[src/rtl/core/srsw_pkg.sv]
// Shared types and codes for the selective repeat sender window.
// Holds request and action codes, controller states and the command/status structs.
// Depends on nothing.
package srsw_pkg;

  // Request kinds carried on in_mode (the top code behaves as an ignored NACK)
  localparam logic [1:0] MODE_SEND = 2'd0;
  localparam logic [1:0] MODE_ACK  = 2'd1;
  localparam logic [1:0] MODE_NACK = 2'd2;

  localparam int MAX_WINDOW = 64;

  typedef enum logic [2:0] {
    ACT_SENT     = 3'd0,
    ACT_FULL     = 3'd1,
    ACT_ACK_OK   = 3'd2,
    ACT_ACK_IGN  = 3'd3,
    ACT_RETX     = 3'd4,
    ACT_NACK_IGN = 3'd5
  } action_t;

  typedef enum logic [2:0] {
    S_IDLE,
    S_EVAL,
    S_READ,
    S_CHECK,
    S_RESP
  } state_t;

  typedef struct packed {
    logic [1:0] mode;
    logic       can_send;
    logic       in_win;
    logic       base_eq_next;
    logic       rd_acked;
  } status_t;

  typedef struct packed {
    logic    load;
    logic    exec;
    action_t action;
    logic    wr_en;
    logic    wr_at_next;
    logic    wr_val;
    logic    inc_next;
    logic    rd_en;
    logic    inc_base;
    logic    emit;
  } cmd_t;

endpackage

[src/rtl/core/srsw_ctrl.sv]
// Controller for the selective repeat sender window.
// Sequences evaluate, base advance and response; uses srsw_pkg types.
module srsw_ctrl (
  input  logic             clk,
  input  logic             rst_n,
  input  logic             start,
  output logic             busy,
  input  srsw_pkg::status_t sts,
  output srsw_pkg::cmd_t   cmd,
  output logic             out_valid
);

  srsw_pkg::state_t state_r, state_nxt;
  logic             out_valid_r;

  always_ff @(posedge clk) begin
    if (!rst_n) begin
      state_r     <= srsw_pkg::S_IDLE;
      out_valid_r <= 1'b0;
    end else begin
      state_r     <= state_nxt;
      out_valid_r <= cmd.emit;
    end
  end

  always_comb begin
    state_nxt = state_r;
    cmd       = '0;
    cmd.action = srsw_pkg::ACT_NACK_IGN;
    case (state_r)
      srsw_pkg::S_IDLE: begin
        if (start) begin
          cmd.load  = 1'b1;
          state_nxt = srsw_pkg::S_EVAL;
        end
      end
      srsw_pkg::S_EVAL: begin
        cmd.exec  = 1'b1;
        state_nxt = srsw_pkg::S_RESP;
        case (sts.mode)
          srsw_pkg::MODE_SEND: begin
            if (sts.can_send) begin
              cmd.action     = srsw_pkg::ACT_SENT;
              cmd.wr_en      = 1'b1;
              cmd.wr_at_next = 1'b1;
              cmd.inc_next   = 1'b1;
            end else begin
              cmd.action = srsw_pkg::ACT_FULL;
            end
          end
          srsw_pkg::MODE_ACK: begin
            if (sts.in_win) begin
              cmd.action = srsw_pkg::ACT_ACK_OK;
              cmd.wr_en  = 1'b1;
              cmd.wr_val = 1'b1;
              state_nxt  = srsw_pkg::S_READ;
            end else begin
              cmd.action = srsw_pkg::ACT_ACK_IGN;
            end
          end
          srsw_pkg::MODE_NACK: begin
            cmd.action = sts.in_win ? srsw_pkg::ACT_RETX : srsw_pkg::ACT_NACK_IGN;
          end
          default: cmd.action = srsw_pkg::ACT_NACK_IGN;
        endcase
      end
      srsw_pkg::S_READ: begin
        if (sts.base_eq_next) begin
          state_nxt = srsw_pkg::S_RESP;
        end else begin
          cmd.rd_en = 1'b1;
          state_nxt = srsw_pkg::S_CHECK;
        end
      end
      srsw_pkg::S_CHECK: begin
        if (sts.rd_acked) begin
          cmd.inc_base = 1'b1;
          state_nxt    = srsw_pkg::S_READ;
        end else begin
          state_nxt = srsw_pkg::S_RESP;
        end
      end
      srsw_pkg::S_RESP: begin
        cmd.emit  = 1'b1;
        state_nxt = srsw_pkg::S_IDLE;
      end
      default: state_nxt = srsw_pkg::S_IDLE;
    endcase
  end

  assign busy      = (state_r != srsw_pkg::S_IDLE);
  assign out_valid = out_valid_r;

endmodule

[src/rtl/core/srsw_datapath.sv]
// Datapath for the selective repeat sender window: sequence registers,
// window register, acked-mark memory and result registers. Uses srsw_pkg.
module srsw_datapath #(
  parameter int SEQ_SPACE = 128
) (
  input  logic              clk,
  input  logic              rst_n,
  input  logic              cfg_wr_en,
  input  logic [6:0]        cfg_window_size,
  input  logic [1:0]        in_mode,
  input  logic [6:0]        in_seq_number,
  input  srsw_pkg::cmd_t    cmd,
  output srsw_pkg::status_t sts,
  output logic [2:0]        out_action,
  output logic [6:0]        out_frame_seq,
  output logic [6:0]        out_window_base,
  output logic [6:0]        out_outstanding
);

  localparam int SW  = $clog2(SEQ_SPACE);
  localparam int XW  = ((SW > 7) ? SW : 7) + 1;
  localparam int LIM = (SEQ_SPACE / 2 < srsw_pkg::MAX_WINDOW) ?
                       SEQ_SPACE / 2 : srsw_pkg::MAX_WINDOW;
  localparam logic [XW-1:0] SPACE_X = XW'(SEQ_SPACE);
  localparam logic [XW-1:0] LIM_X   = XW'(LIM);
  localparam logic [SW-1:0] TOP_SEQ = SW'(SEQ_SPACE - 1);

  logic [6:0]        win_r;
  logic [SW-1:0]     base_r, next_r;
  logic [1:0]        mode_r;
  logic [6:0]        seq_r;
  srsw_pkg::action_t action_r;
  logic [XW-1:0]     fseq_r;
  logic [2:0]        out_action_r;
  logic [6:0]        out_frame_seq_r, out_window_base_r, out_outstanding_r;

  // Acked marks; a grant writes its entry before any read can reach it
  logic              mem [SEQ_SPACE];
  logic              rdata_r;

  logic [XW-1:0] base_x, next_x, seq_x, outst_x, off_x, win_x, eff_x;
  logic [SW-1:0] wr_addr;

  function automatic logic [XW-1:0] mod_sub(input logic [XW-1:0] a,
                                            input logic [XW-1:0] b);
    logic [XW-1:0] d;
    d = a - b;
    if (a < b) d = d + SPACE_X;
    return d;
  endfunction

  assign base_x  = XW'(base_r);
  assign next_x  = XW'(next_r);
  assign seq_x   = XW'(seq_r);
  assign outst_x = mod_sub(next_x, base_x);
  assign off_x   = mod_sub(seq_x, base_x);
  assign win_x   = XW'(win_r);
  assign eff_x   = (win_x > LIM_X) ? LIM_X : ((win_x == '0) ? XW'(1) : win_x);
  assign wr_addr = cmd.wr_at_next ? next_r : seq_x[SW-1:0];

  always_comb begin
    sts.mode         = mode_r;
    sts.can_send     = (outst_x < eff_x);
    sts.in_win       = (seq_x < SPACE_X) && (off_x < outst_x);
    sts.base_eq_next = (base_r == next_r);
    sts.rd_acked     = rdata_r;
  end

  always_ff @(posedge clk) begin
    if (!rst_n) begin
      win_r  <= 7'd4;
      base_r <= '0;
      next_r <= '0;
    end else begin
      if (cfg_wr_en) win_r <= cfg_window_size;
      if (cmd.inc_next) next_r <= (next_r == TOP_SEQ) ? '0 : next_r + 1'b1;
      if (cmd.inc_base) base_r <= (base_r == TOP_SEQ) ? '0 : base_r + 1'b1;
    end
  end

  always_ff @(posedge clk) begin
    if (cmd.load) begin
      mode_r <= in_mode;
      seq_r  <= in_seq_number;
    end
    if (cmd.exec) begin
      action_r <= cmd.action;
      fseq_r   <= (mode_r == srsw_pkg::MODE_SEND) ? next_x : seq_x;
    end
    if (cmd.emit) begin
      out_action_r      <= action_r;
      out_frame_seq_r   <= fseq_r[6:0];
      out_window_base_r <= base_x[6:0];
      out_outstanding_r <= outst_x[6:0];
    end
  end

  always_ff @(posedge clk) begin
    if (cmd.wr_en) mem[wr_addr] <= cmd.wr_val;
    if (cmd.rd_en) rdata_r <= mem[base_r];
  end

  assign out_action      = out_action_r;
  assign out_frame_seq   = out_frame_seq_r;
  assign out_window_base = out_window_base_r;
  assign out_outstanding = out_outstanding_r;

endmodule

[src/rtl/core/selective_repeat_sender_window.sv]
// Top level of the selective repeat sender window.
// Instantiates srsw_ctrl and srsw_datapath; uses srsw_pkg.
//
// Usage:
//   Input channel: drive in_mode (0 send, 1 ACK, 2 NACK) and in_seq_number
//   and raise start; the request is taken at the edge where start is high
//   and busy is low. Exactly one result follows per request.
//   Result channel: out_valid is high for one cycle with out_action,
//   out_frame_seq, out_window_base and out_outstanding. The receiver cannot
//   stall; it must take the result in that cycle.
//   Configuration: cfg_wr_en writes cfg_window_size (reset 4); the user must
//   write it only while idle, which the block does not enforce. Zero acts
//   as one; values above min(64, SEQ_SPACE/2) are clamped. Sequence: a
//   request passes the evaluate and response states and its result is
//   registered. An ACK recorded in the window first walks the base, reading
//   each mark, and stops at the next sequence number or an unacked frame.
//   Throughput: a new request is taken in the cycle the result is shown.
//   Reset: rst_n low clears base, next sequence and the controller; window
//   size returns to 4. The mark memory needs no clearing pass: a grant
//   writes its mark before any read can reach it.
module selective_repeat_sender_window #(
  parameter int SEQ_SPACE = 128
) (
  input  logic       clk,
  input  logic       rst_n,
  input  logic       start,
  output logic       busy,
  input  logic [1:0] in_mode,
  input  logic [6:0] in_seq_number,
  input  logic       cfg_wr_en,
  input  logic [6:0] cfg_window_size,
  output logic       out_valid,
  output logic [2:0] out_action,
  output logic [6:0] out_frame_seq,
  output logic [6:0] out_window_base,
  output logic [6:0] out_outstanding
);

  srsw_pkg::cmd_t    cmd;
  srsw_pkg::status_t sts;

  // Sequence the request: evaluate, walk the base, respond
  srsw_ctrl u_ctrl (
    .clk       (clk),
    .rst_n     (rst_n),
    .start     (start),
    .busy      (busy),
    .sts       (sts),
    .cmd       (cmd),
    .out_valid (out_valid)
  );

  // Hold window state and result registers
  srsw_datapath #(
    .SEQ_SPACE (SEQ_SPACE)
  ) u_dp (
    .clk             (clk),
    .rst_n           (rst_n),
    .cfg_wr_en       (cfg_wr_en),
    .cfg_window_size (cfg_window_size),
    .in_mode         (in_mode),
    .in_seq_number   (in_seq_number),
    .cmd             (cmd),
    .sts             (sts),
    .out_action      (out_action),
    .out_frame_seq   (out_frame_seq),
    .out_window_base (out_window_base),
    .out_outstanding (out_outstanding)
  );

  // An accepted request always keeps the block busy in the next cycle
  a_accept_busy: assert property (@(posedge clk) disable iff (!rst_n)
    (start && !busy) |=> busy)
    else $error("accepted request did not raise busy");

  // Results never come in consecutive cycles
  a_single_strobe: assert property (@(posedge clk) disable iff (!rst_n)
    out_valid |=> !out_valid)
    else $error("result strobe held for more than one cycle");

  // Outstanding count never exceeds the largest legal window
  a_outst_bound: assert property (@(posedge clk) disable iff (!rst_n)
    out_valid |-> (out_outstanding <= 7'd64))
    else $error("outstanding count beyond largest window");

  // A granted frame is outstanding once reported
  a_sent_outst: assert property (@(posedge clk) disable iff (!rst_n)
    (out_valid && out_action == srsw_pkg::ACT_SENT) |-> (out_outstanding != 7'd0))
    else $error("granted frame not counted as outstanding");

endmodule
[config.mk]
export PLATFORM = sky130hd
export DESIGN_NAME = selective_repeat_sender_window
export DESIGN_NICKNAME = d
export VERILOG_FILES = /design/src/rtl/core/srsw_pkg.sv /design/src/rtl/core/srsw_ctrl.sv /design/src/rtl/core/srsw_datapath.sv /design/src/rtl/core/selective_repeat_sender_window.sv
export SDC_FILE = /design/constraint.sdc
export NUM_CORES = 1
export LEC_CHECK = 0
export BUFFER_PORTS_ARGS = -buffer_cell sky130_fd_sc_hd__buf_2
export CORE_AREA = 8 8 134 136
export DETAILED_ROUTE_END_ITERATION = 8
export DIE_AREA = 0 0 142 144
export PLACE_DENSITY = 0.78
export REMOVE_ABC_BUFFERS = 1
export SETUP_SLACK_MARGIN = 0.15
export SYNTH_ARGS = -nofsm -noshare
export SYNTH_HDL_FRONTEND = slang
export SYNTH_HIERARCHICAL = 1
export SYNTH_SLANG_ARGS = --single-unit
[constraint.sdc]
create_clock -name clk -period 5.9 [get_ports clk]
set_input_delay 1.18 -clock clk [delete_from_list [all_inputs] [get_ports clk]]
set_output_delay 1.18 -clock clk [all_outputs]
set_load 0.01 [all_outputs]
# ---- Word-level counts from Yosys, hierarchy flattened
# Memories as Yosys holds them, arrays and structs flattened. A register that Yosys moved wholly into a read port is not among the register bits.
# Index checks and enable logic that the tools add are counted.
dict set report word_totals {
  reg_bits 68
  ram_bits 128
  in_bits 20
  output_inout_bits 26
  wordCells 76
  mem_count 1
}
# name words word_bits read_ports rd_clocked_by_memory_dff write_ports line
set mem_list {}
lappend mem_list {u_dp.mem 128 1 1 1 1 srsw_datapath.sv:38} ;# logic mem [SEQ_SPACE];
dict set report op_classes {
  add_sub_neg 6
  order_cmp 6
  eq_ne 10
  n_mux 35
  reduce_logical 5
}
# cell n
set op_table {}
lappend op_table {{$mux W7} 5}
lappend op_table {{$mux W8} 4}
lappend op_table {{$mux W1} 17}
lappend op_table {{$add A8 B8 Y8 const B} 2}
lappend op_table {{$lt A8 B8 Y1} 2}
lappend op_table {{$sub A7 B7 Y8} 2}
lappend op_table {{$mux W3} 5}
lappend op_table {{$add A7 B1 Y7 const B} 2}
lappend op_table {{$eq A7 B7 Y1 const B} 2}
lappend op_table {{$lt A7 B7 Y1} 2}
lappend op_table {{$pmux W3 S4} 1}
lappend op_table {{$pmux W3 S3} 1}
lappend op_table {{$logic_not A8 Y1} 1}
lappend op_table {{$lt A7 B8 Y1 const B} 1}
lappend op_table {{$eq A7 B7 Y1} 1}
lappend op_table {{$gt A7 B7 Y1 const B} 1}
lappend op_table {{$eq A3 B2 Y1 const B} 2}
lappend op_table {{$eq A3 B1 Y1 const B} 1}
lappend op_table {{$eq A3 B3 Y1 const B} 1}
lappend op_table {{$logic_not A3 Y1} 1}
lappend op_table {{$reduce_bool A3 Y1} 1}
lappend op_table {{$eq A2 B1 Y1 const B} 1}
lappend op_table {{$eq A2 B2 Y1 const B} 1}
lappend op_table {{$logic_not A2 Y1} 1}
lappend op_table {{4 further kinds} 4}

# ---- Depth between registers and ports, before layout
# Gate-level depths: netlist (run 1).
dict set report depth {
  depth_word 10
  depth_mapped 25
  ltp_nobuf 18
}

# ---- Hierarchy
# The synthesis (run 1) kept the hierarchy.
# mod n_inst cells_per_inst area_each_um2 seq_area_each_um2
set modules_own_cells {}
lappend modules_own_cells {srsw_datapath 1 700 9083.7 5585.4}
lappend modules_own_cells {srsw_ctrl 1 37 281.5 80.1}

# ---- Least setup slack after synthesis (run 1)
# No wires, ideal clock.
dict set report synth_timing {
  path_kind {register to register}
  start {reg u_dp.base_r[1]}
  end {mem u_dp.mem[0], data pin}
  t_arrival_ns 4.787
  t_required_ns 5.414
  slack_ns 0.627
  path_stages_with_launch 19
  n_path_buf 4
  synth_period_minus_slack_ns 5.273
  cell_sequence {dfxtp_1 buf_6 buf_8 buf_2 buf_2 inv_1 fa_1 a21o_1 a21oi_1 xnor2_1 nor4_1 inv_1 ha_1 inv_1 a31o_2 o221a_2 nand2_1 or2_1 inv_1}
}
# item line
set synth_lines {}
lappend synth_lines {{start: declaration} srsw_datapath.sv:29} ;# logic [SW-1:0] base_r, next_r;
lappend synth_lines {{start signal: assignment} srsw_datapath.sv:77} ;# if (cmd.inc_base) base_r <= (base_r == TOP_SEQ) ? '0 : base_r + 1'b1;
lappend synth_lines {{end: declaration} srsw_datapath.sv:38}

==> results of run 1 <==
per-stage QoR:
step | util | setup WS (ns)
4_1_cts | 0.648 | 0.374
2_1_floorplan | - | -0.294
3_5_place_dp | 0.610 | 0.434
6_report | 0.648 | 0.288
5_1_grt | 0.648 | -0.0335
3_3_place_gp | 0.610 | 0.672
routing by layer:
layer | wire, um | up-vias | global-route usage
li1 | - | 2795 | -
met1 | 8160 | 3042 | 0.259
met2 | 10400 | 281 | 0.351
met3 | 1670 | 32 | 0.0472
met4 | 495 | 0 | 0.0854
met5 | 0 | - | 0
Yosys cell counts (all sizes together), types with 11 or more instances:
| cell | number | share of area |
|---|---|---|
| a21oi | 11 | 0.0063 |
| buf | 14 | 0.0095 |
| clkbuf | 19 | 0.0076 |
| dfxtp | 25 | 0.053 |
| edfxtp | 172 | 0.55 |
| ha | 26 | 0.035 |
| inv | 27 | 0.011 |
| mux2i | 17 | 0.018 |
| mux4 | 31 | 0.079 |
| nand2 | 49 | 0.020 |
| nand3 | 20 | 0.011 |
| nor2 | 151 | 0.061 |
| nor2b | 19 | 0.013 |
| o21ai | 22 | 0.012 |
cell usage in the layout (no fill, tap or decap), types with 4 or more instances in the layout:
cell / count
edfxtp_1: 172
nor2_1: 150
nand2_1: 49
buf_2: 45
ha_1: 26
inv_1: 25
dfxtp_1: 24
o21ai_0: 22
mux4_2: 21
nand3_1: 20
nor2b_1: 19
clkbuf_16: 17
mux2i_1: 17
a21oi_1: 10
xnor2_1: 10
mux2_2: 10
mux4_1: 10
buf_4: 8
o31ai_1: 8
and2_1: 7
nor3_1: 7
xor2_1: 6
nand2b_1: 6
nand4_1: 6
o21a_1: 5
inv_8: 4
a211oi_1: 4
nand3b_1: 4
or3_1: 4
nor4_1: 4
path summary, 6_finish.rpt:
check,start,end,slack (ns),depth (start not counted)
worst min-delay path,u_dp/action_r[0]$_DFFE_PP_,u_dp/out_action[0]$_DFFE_PP_,0.42,0
worst max register to register,u_dp/next_r[0]$_SDFFE_PN0P_,u_dp/mem[59]$_DFFE_PP_,0.29,17
worst min register to register,u_dp/action_r[0]$_DFFE_PP_,u_dp/out_action[0]$_DFFE_PP_,0.42,0
worst max-delay path,u_dp/next_r[0]$_SDFFE_PN0P_,u_dp/mem[59]$_DFFE_PP_,0.29,17
layout make-up:
cell class | count | area [um^2] | share of cell area
Timing Repair Buffer | 54 | 305 | 0.0293
Clock buffer | 17 | 425 | 0.0409
Clock inverter | 15 | 190 | 0.0183
Inverter | 27 | 101 | 0.00974
Sequential cell | 197 | 5670 | 0.544
Multi-Input combinational cell | 480 | 3450 | 0.331
Tap cell | 220 | 275 | 0.0264
worst max-delay path: cells and delay by family, from the launching register on:
kind            cells  cell delay, ns
compound gates      4            0.94
fa+ha+maj           4            1.22
simple gates        4            1.65
mux                 1            0.59
xor+xnor            1            0.24
flops               1            0.39
buf+inv             3            0.26
power breakdown:
group	leakage, nW	internal, mW	total [mW]	switching [mW]
Combinational	1.39	0.0431	0.119	0.0759
Clock	0.301	0.646	1.19	0.546
Sequential	2.06	1.51	1.53	0.0124
cells by family after synthesis:
logic type	count (synthesis)	share of synthesized area
compound gates	83	0.0608
xor+xnor	16	0.0150
fa+ha+maj	30	0.0411
buf+inv	60	0.0279
flops	197	0.605
mux	58	0.109
simple gates	293	0.141
==> flow_metrics.env, run 1 <==
export IMPL_outcome="completed"
export IMPL_clock_sinks=197
export IMPL_routed_via_count=6150
export IMPL_clock_path_buffers=2
export IMPL_ys_ff_latch=197
export IMPL_gr_total_overflow=0
export IMPL_min_path_type="register to register"
export IMPL_hold_ws_ns=0.419
export IMPL_dpl_hpwl_um=13700
export IMPL_async_flop_share=0
export IMPL_ys_flop_type="edfxtp_1"
export IMPL_design_core_area_um2=16100
export IMPL_nFillCells=1154
export IMPL_cp_max_fo=13
export IMPL_cp_data_arrival_time_ns=5.74
export IMPL_tns_ns=0
export IMPL_placed_cells=978
export IMPL_drt_pass1_iter_count=7
export IMPL_p_leak_nw=3.76
export IMPL_grt_max_degree=84
export IMPL_num_rows=47
export IMPL_setup_viol_count_final=0
export IMPL_avgSynthCellArea_um2=12.7
export IMPL_syn_cell_area_um2=9370
export IMPL_die_x_um=142
export IMPL_cts_resized=0
export IMPL_drc=0
export IMPL_slowest_stage="nand3_1"
export IMPL_cts_tree="yes"
export IMPL_p_per_area_nw_per_um2=273
export IMPL_wl_per_cell_um=20.5
export IMPL_finalCriticalPeriod_ns=5.61
export IMPL_ys_seq_area_frac=0.605
export IMPL_grt_pass1_vias=6176
export IMPL_drv_slew=0
export IMPL_hold_violations=0
export IMPL_largest_register="u_dp/mem"
export IMPL_syn_inst=737
export IMPL_initial_core_util=0.583
export IMPL_endpoint_kind="register"
export IMPL_fin_cells=1010
export IMPL_drt_iter0_markers=583
export IMPL_via_per_inst=6.09
export IMPL_p_total_mw=2.84
export IMPL_grt_usage=0.209
export IMPL_synth_distinct_cells=66
export IMPL_fin_area_um2=10400
export IMPL_slowest_delay_ns=0.73
export IMPL_cts_buffers=17
export IMPL_ys_warn_count=6
export IMPL_maxSlewHeadroom=0.335
export IMPL_max_slew_worst_pin_slew_ns=0.994
export IMPL_largest_register_ffs=128
export IMPL_worst_ep_required_time_ns=6.03
export IMPL_cts_setup_buffers=0
export IMPL_io_pins=46
export IMPL_path_clk_slew_ns=0.07
export IMPL_antenna_cells=0
export IMPL_die_height_um=144
export IMPL_wl_um=20700
export IMPL_cts_htree_levels=4
export IMPL_areaGrowthSynthToFinish_pct=11.2
export IMPL_synth_edf_count=172
export IMPL_ant_nets=0
export IMPL_portBuffers=45
export IMPL_path_common_cell="inv_1"
export IMPL_crit_path_cell_trace="inv_1 > ha_1 > inv_1 > fa_1 > a21o_1 > a21oi_1 > xor2_1 > inv_1 > ha_1 > a31o_1 > maj3_1 > a211oi_1 > nand2b_1 > nor2_2 > mux2i_1 > nand3_1 > nor2_1"
export IMPL_max_freq_mhz=178
export IMPL_fin_crit_sh=0.951
export IMPL_ir_drop_uv=212
export IMPL_maxCapViolations=0
export IMPL_place_area_um2=9790
export IMPL_insertion_delay_ns=0.44
export IMPL_skew_ns=0.0146
export IMPL_gp_congestion=0.866
export IMPL_cts_hold_buffers=0
export IMPL_worst_setup_path_start_kind="register"
export IMPL_cts_root_buffer="clkbuf_16"
export IMPL_dieArea_um2=20400
export IMPL_nets=825
export IMPL_drive_gt1_frac=0.166
export IMPL_worstSetupPathType="register to register"
export IMPL_grt_pass1_wl_um=32600
export IMPL_rsz0062_at_grt="true"
export IMPL_antenna_found_initial=0
No activity file was read; power rests on OpenSTA's default activity.
==> run 2, diff against run 1 <==
--- a/config.mk
+++ b/config.mk
@@ -10,8 +10,10 @@
 export DETAILED_ROUTE_END_ITERATION = 8
 export DIE_AREA = 0 0 142 144
 export PLACE_DENSITY = 0.78
+export RECOVER_POWER = 25
 export REMOVE_ABC_BUFFERS = 1
 export SETUP_SLACK_MARGIN = 0.15
+export SLEW_MARGIN = 40
 export SYNTH_ARGS = -nofsm -noshare
 export SYNTH_HDL_FRONTEND = slang
 export SYNTH_HIERARCHICAL = 1
==> run 2 against run 1 <==
  * The flow now finishes with violations (capacitance limit, slew limit)
  * Register-to-register slack gained 0.09 ns
  * Critical path depth is the same
  * Clock-buffer cell count is the same
  * Design area shrank 0.63%
  * Clock power shrank 5%
==> flow_metrics.env, run 2 (same netlist as run 1, synthesis figures left out) <==
export IMPL_ant_nets=0
export IMPL_cts_htree_levels=4
export IMPL_largest_register="u_dp/mem"
export IMPL_hold_violations=0
export IMPL_insertion_delay_ns=0.44
export IMPL_grt_usage=0.209
export IMPL_grt_max_degree=84
export IMPL_outcome="finished, violations left"
export IMPL_die_height_um=144
export IMPL_cp_max_fo=13
export IMPL_min_path_type="register to register"
export IMPL_p_int_mw=2.15
export IMPL_finalCriticalPeriod_ns=5.53
export IMPL_cts_hold_buffers=0
export IMPL_place_area_um2=9800
export IMPL_skew_ns=0.0117
export IMPL_placed_cells=978
export IMPL_setup_slack_ns=0.374
export IMPL_fin_cells=1010
export IMPL_violations="capacitance limit, slew limit"
export IMPL_maxCapViolations=1
export IMPL_cp_data_arrival_time_ns=5.65
export IMPL_io_pins=46
export IMPL_p_clk_frac=0.406
export IMPL_cts_tree="yes"
export IMPL_fin_area_um2=10300
export IMPL_setup_viol_count_final=0
export IMPL_areaGrowthSynthToFinish_pct=10.5
export IMPL_p_leak_nw=3.70
export IMPL_gp_congestion=0.866
export IMPL_pwr_share_comb=0.043
export IMPL_worst_setup_path_start_kind="register"
export IMPL_cts_buffers=17
export IMPL_drv_slew=28
export IMPL_largest_register_ffs=128
export IMPL_num_rows=47
export IMPL_initial_core_util=0.583
export IMPL_endpoint_kind="register"
export IMPL_hold_ws_ns=0.420
export IMPL_gr_total_overflow=0
export IMPL_ir_drop_uv=220
export IMPL_worstSetupPathType="register to register"
export IMPL_max_freq_mhz=181
export IMPL_layout_common_cells="172 x edfxtp_1, 150 x nor2_1, 49 x nand2_1, 43 x buf_2, 26 x ha_1"
export IMPL_worst_ep_required_time_ns=6.03
export IMPL_portBuffers=45
export IMPL_dpl_hpwl_um=13700
export IMPL_clock_path_buffers=2
export IMPL_tns_ns=0
export IMPL_seqPwrFrac=0.551
export IMPL_switching_power_uw=621
export IMPL_design_core_area_um2=16100
export IMPL_antenna_found_initial=0
export IMPL_p_per_area_nw_per_um2=268
export IMPL_nets=825
export IMPL_cts_root_buffer="clkbuf_16"
export IMPL_final_common_cell="edfxtp_1"
export IMPL_grt_pass1_vias=6104
export IMPL_cts_resized=0
export IMPL_routed_via_count=6110
export IMPL_nFillCells=1161
export IMPL_max_slew_worst_pin_slew_ns=1.61
export IMPL_drc=0
export IMPL_dieArea_um2=20400
export IMPL_grt_pass1_wl_um=32400
export IMPL_wl_per_cell_um=20.5
export IMPL_path_clk_slew_ns=0.07
export IMPL_drt_iter0_markers=706
export IMPL_rsz0062_at_grt="true"
export IMPL_drt_pass1_iter_count=6
export IMPL_swShare=0.224
export IMPL_drive_gt1_frac=0.152
export IMPL_wl_um=20700
export IMPL_antenna_cells=0
export IMPL_via_per_inst=6.05
export IMPL_dp_slack_ns=0.453
export IMPL_die_x_um=142
export IMPL_cts_setup_buffers=0
export IMPL_clock_sinks=197
export IMPL_maxSlewHeadroom=-0.0743
export IMPL_fin_crit_sh=0.937
==> run 2: changes by cell type in the layout (fill, tap and decap cells not counted), moves of 2 or more <==
| cell | change |
|---|---|
| clkbuf_1 | +7 |
| buf_4 | -5 |
| clkinv_1 | +3 |
| and2_0 | +2 |
| and2_1 | -2 |
| buf_2 | -2 |
==> run 2: per-layer routing <==
metal  global-route usage  wire length, um  vias up
met1                0.253             8160     3010
met5                    0                0        -
met3               0.0492             1640       31
met4               0.0848              490        0
li1                     -                -     2792
met2                0.355            10400      277
==> run 2: worst paths after layout <==
check | start | end | slack, ns | depth (start not counted)
setup / recovery | u_dp/next_r[0]$_SDFFE_PN0P_ | u_dp/mem[59]$_DFFE_PP_ | 0.37 | 17
hold / removal | u_dp/action_r[1]$_DFFE_PP_ | u_dp/out_action[1]$_DFFE_PP_ | 0.42 | 0
setup reg to reg | u_dp/next_r[0]$_SDFFE_PN0P_ | u_dp/mem[59]$_DFFE_PP_ | 0.37 | 17
hold reg to reg | u_dp/action_r[1]$_DFFE_PP_ | u_dp/out_action[1]$_DFFE_PP_ | 0.42 | 0
==> run 2: stage by stage <==
step	util	power [mW]
after floorplan	-	1.63
after global placement	0.610	1.67
after detailed placement	0.610	1.67
after CTS	0.646	2.78
after global routing	0.644	2.85
final	0.644	2.77
==> run 2: power by group through the flow <==
stage	sequential, mW	clock, mW	combinational [mW]
after floorplan	1.55	0	0.0754
after global placement	1.56	0	0.113
after detailed placement	1.56	0	0.118
final	1.53	1.13	0.119
after CTS	1.53	1.14	0.119
after global routing	1.53	1.19	0.131
==> run 2: cell type report <==
type | count | area, um^2 | share of cell area
clock buffers | 17 | 425 | 0.0411
repair buffers | 54 | 284 | 0.0275
clock inverters | 15 | 148 | 0.0143
well taps | 220 | 275 | 0.0266
flip-flops and latches | 197 | 5670 | 0.548
multi-input cells | 480 | 3440 | 0.333
inverters | 27 | 101 | 0.00980
==> run 2: worst max-delay path, stage by stage (launching register included) <==
cell	delay (ns)
dfxtp_1	0.38
inv_1	0.11
ha_1	0.17
inv_1	0.05
fa_1	0.42
a21o_1	0.21
a21oi_1	0.26
xor2_1	0.23
inv_1	0.09
ha_1	0.29
a31o_1	0.17
maj3_1	0.33
a211oi_1	0.27
nand2b_1	0.15
nor2_2	0.44
mux2i_1	0.60
nand3_1	0.69
nor2_1	0.33
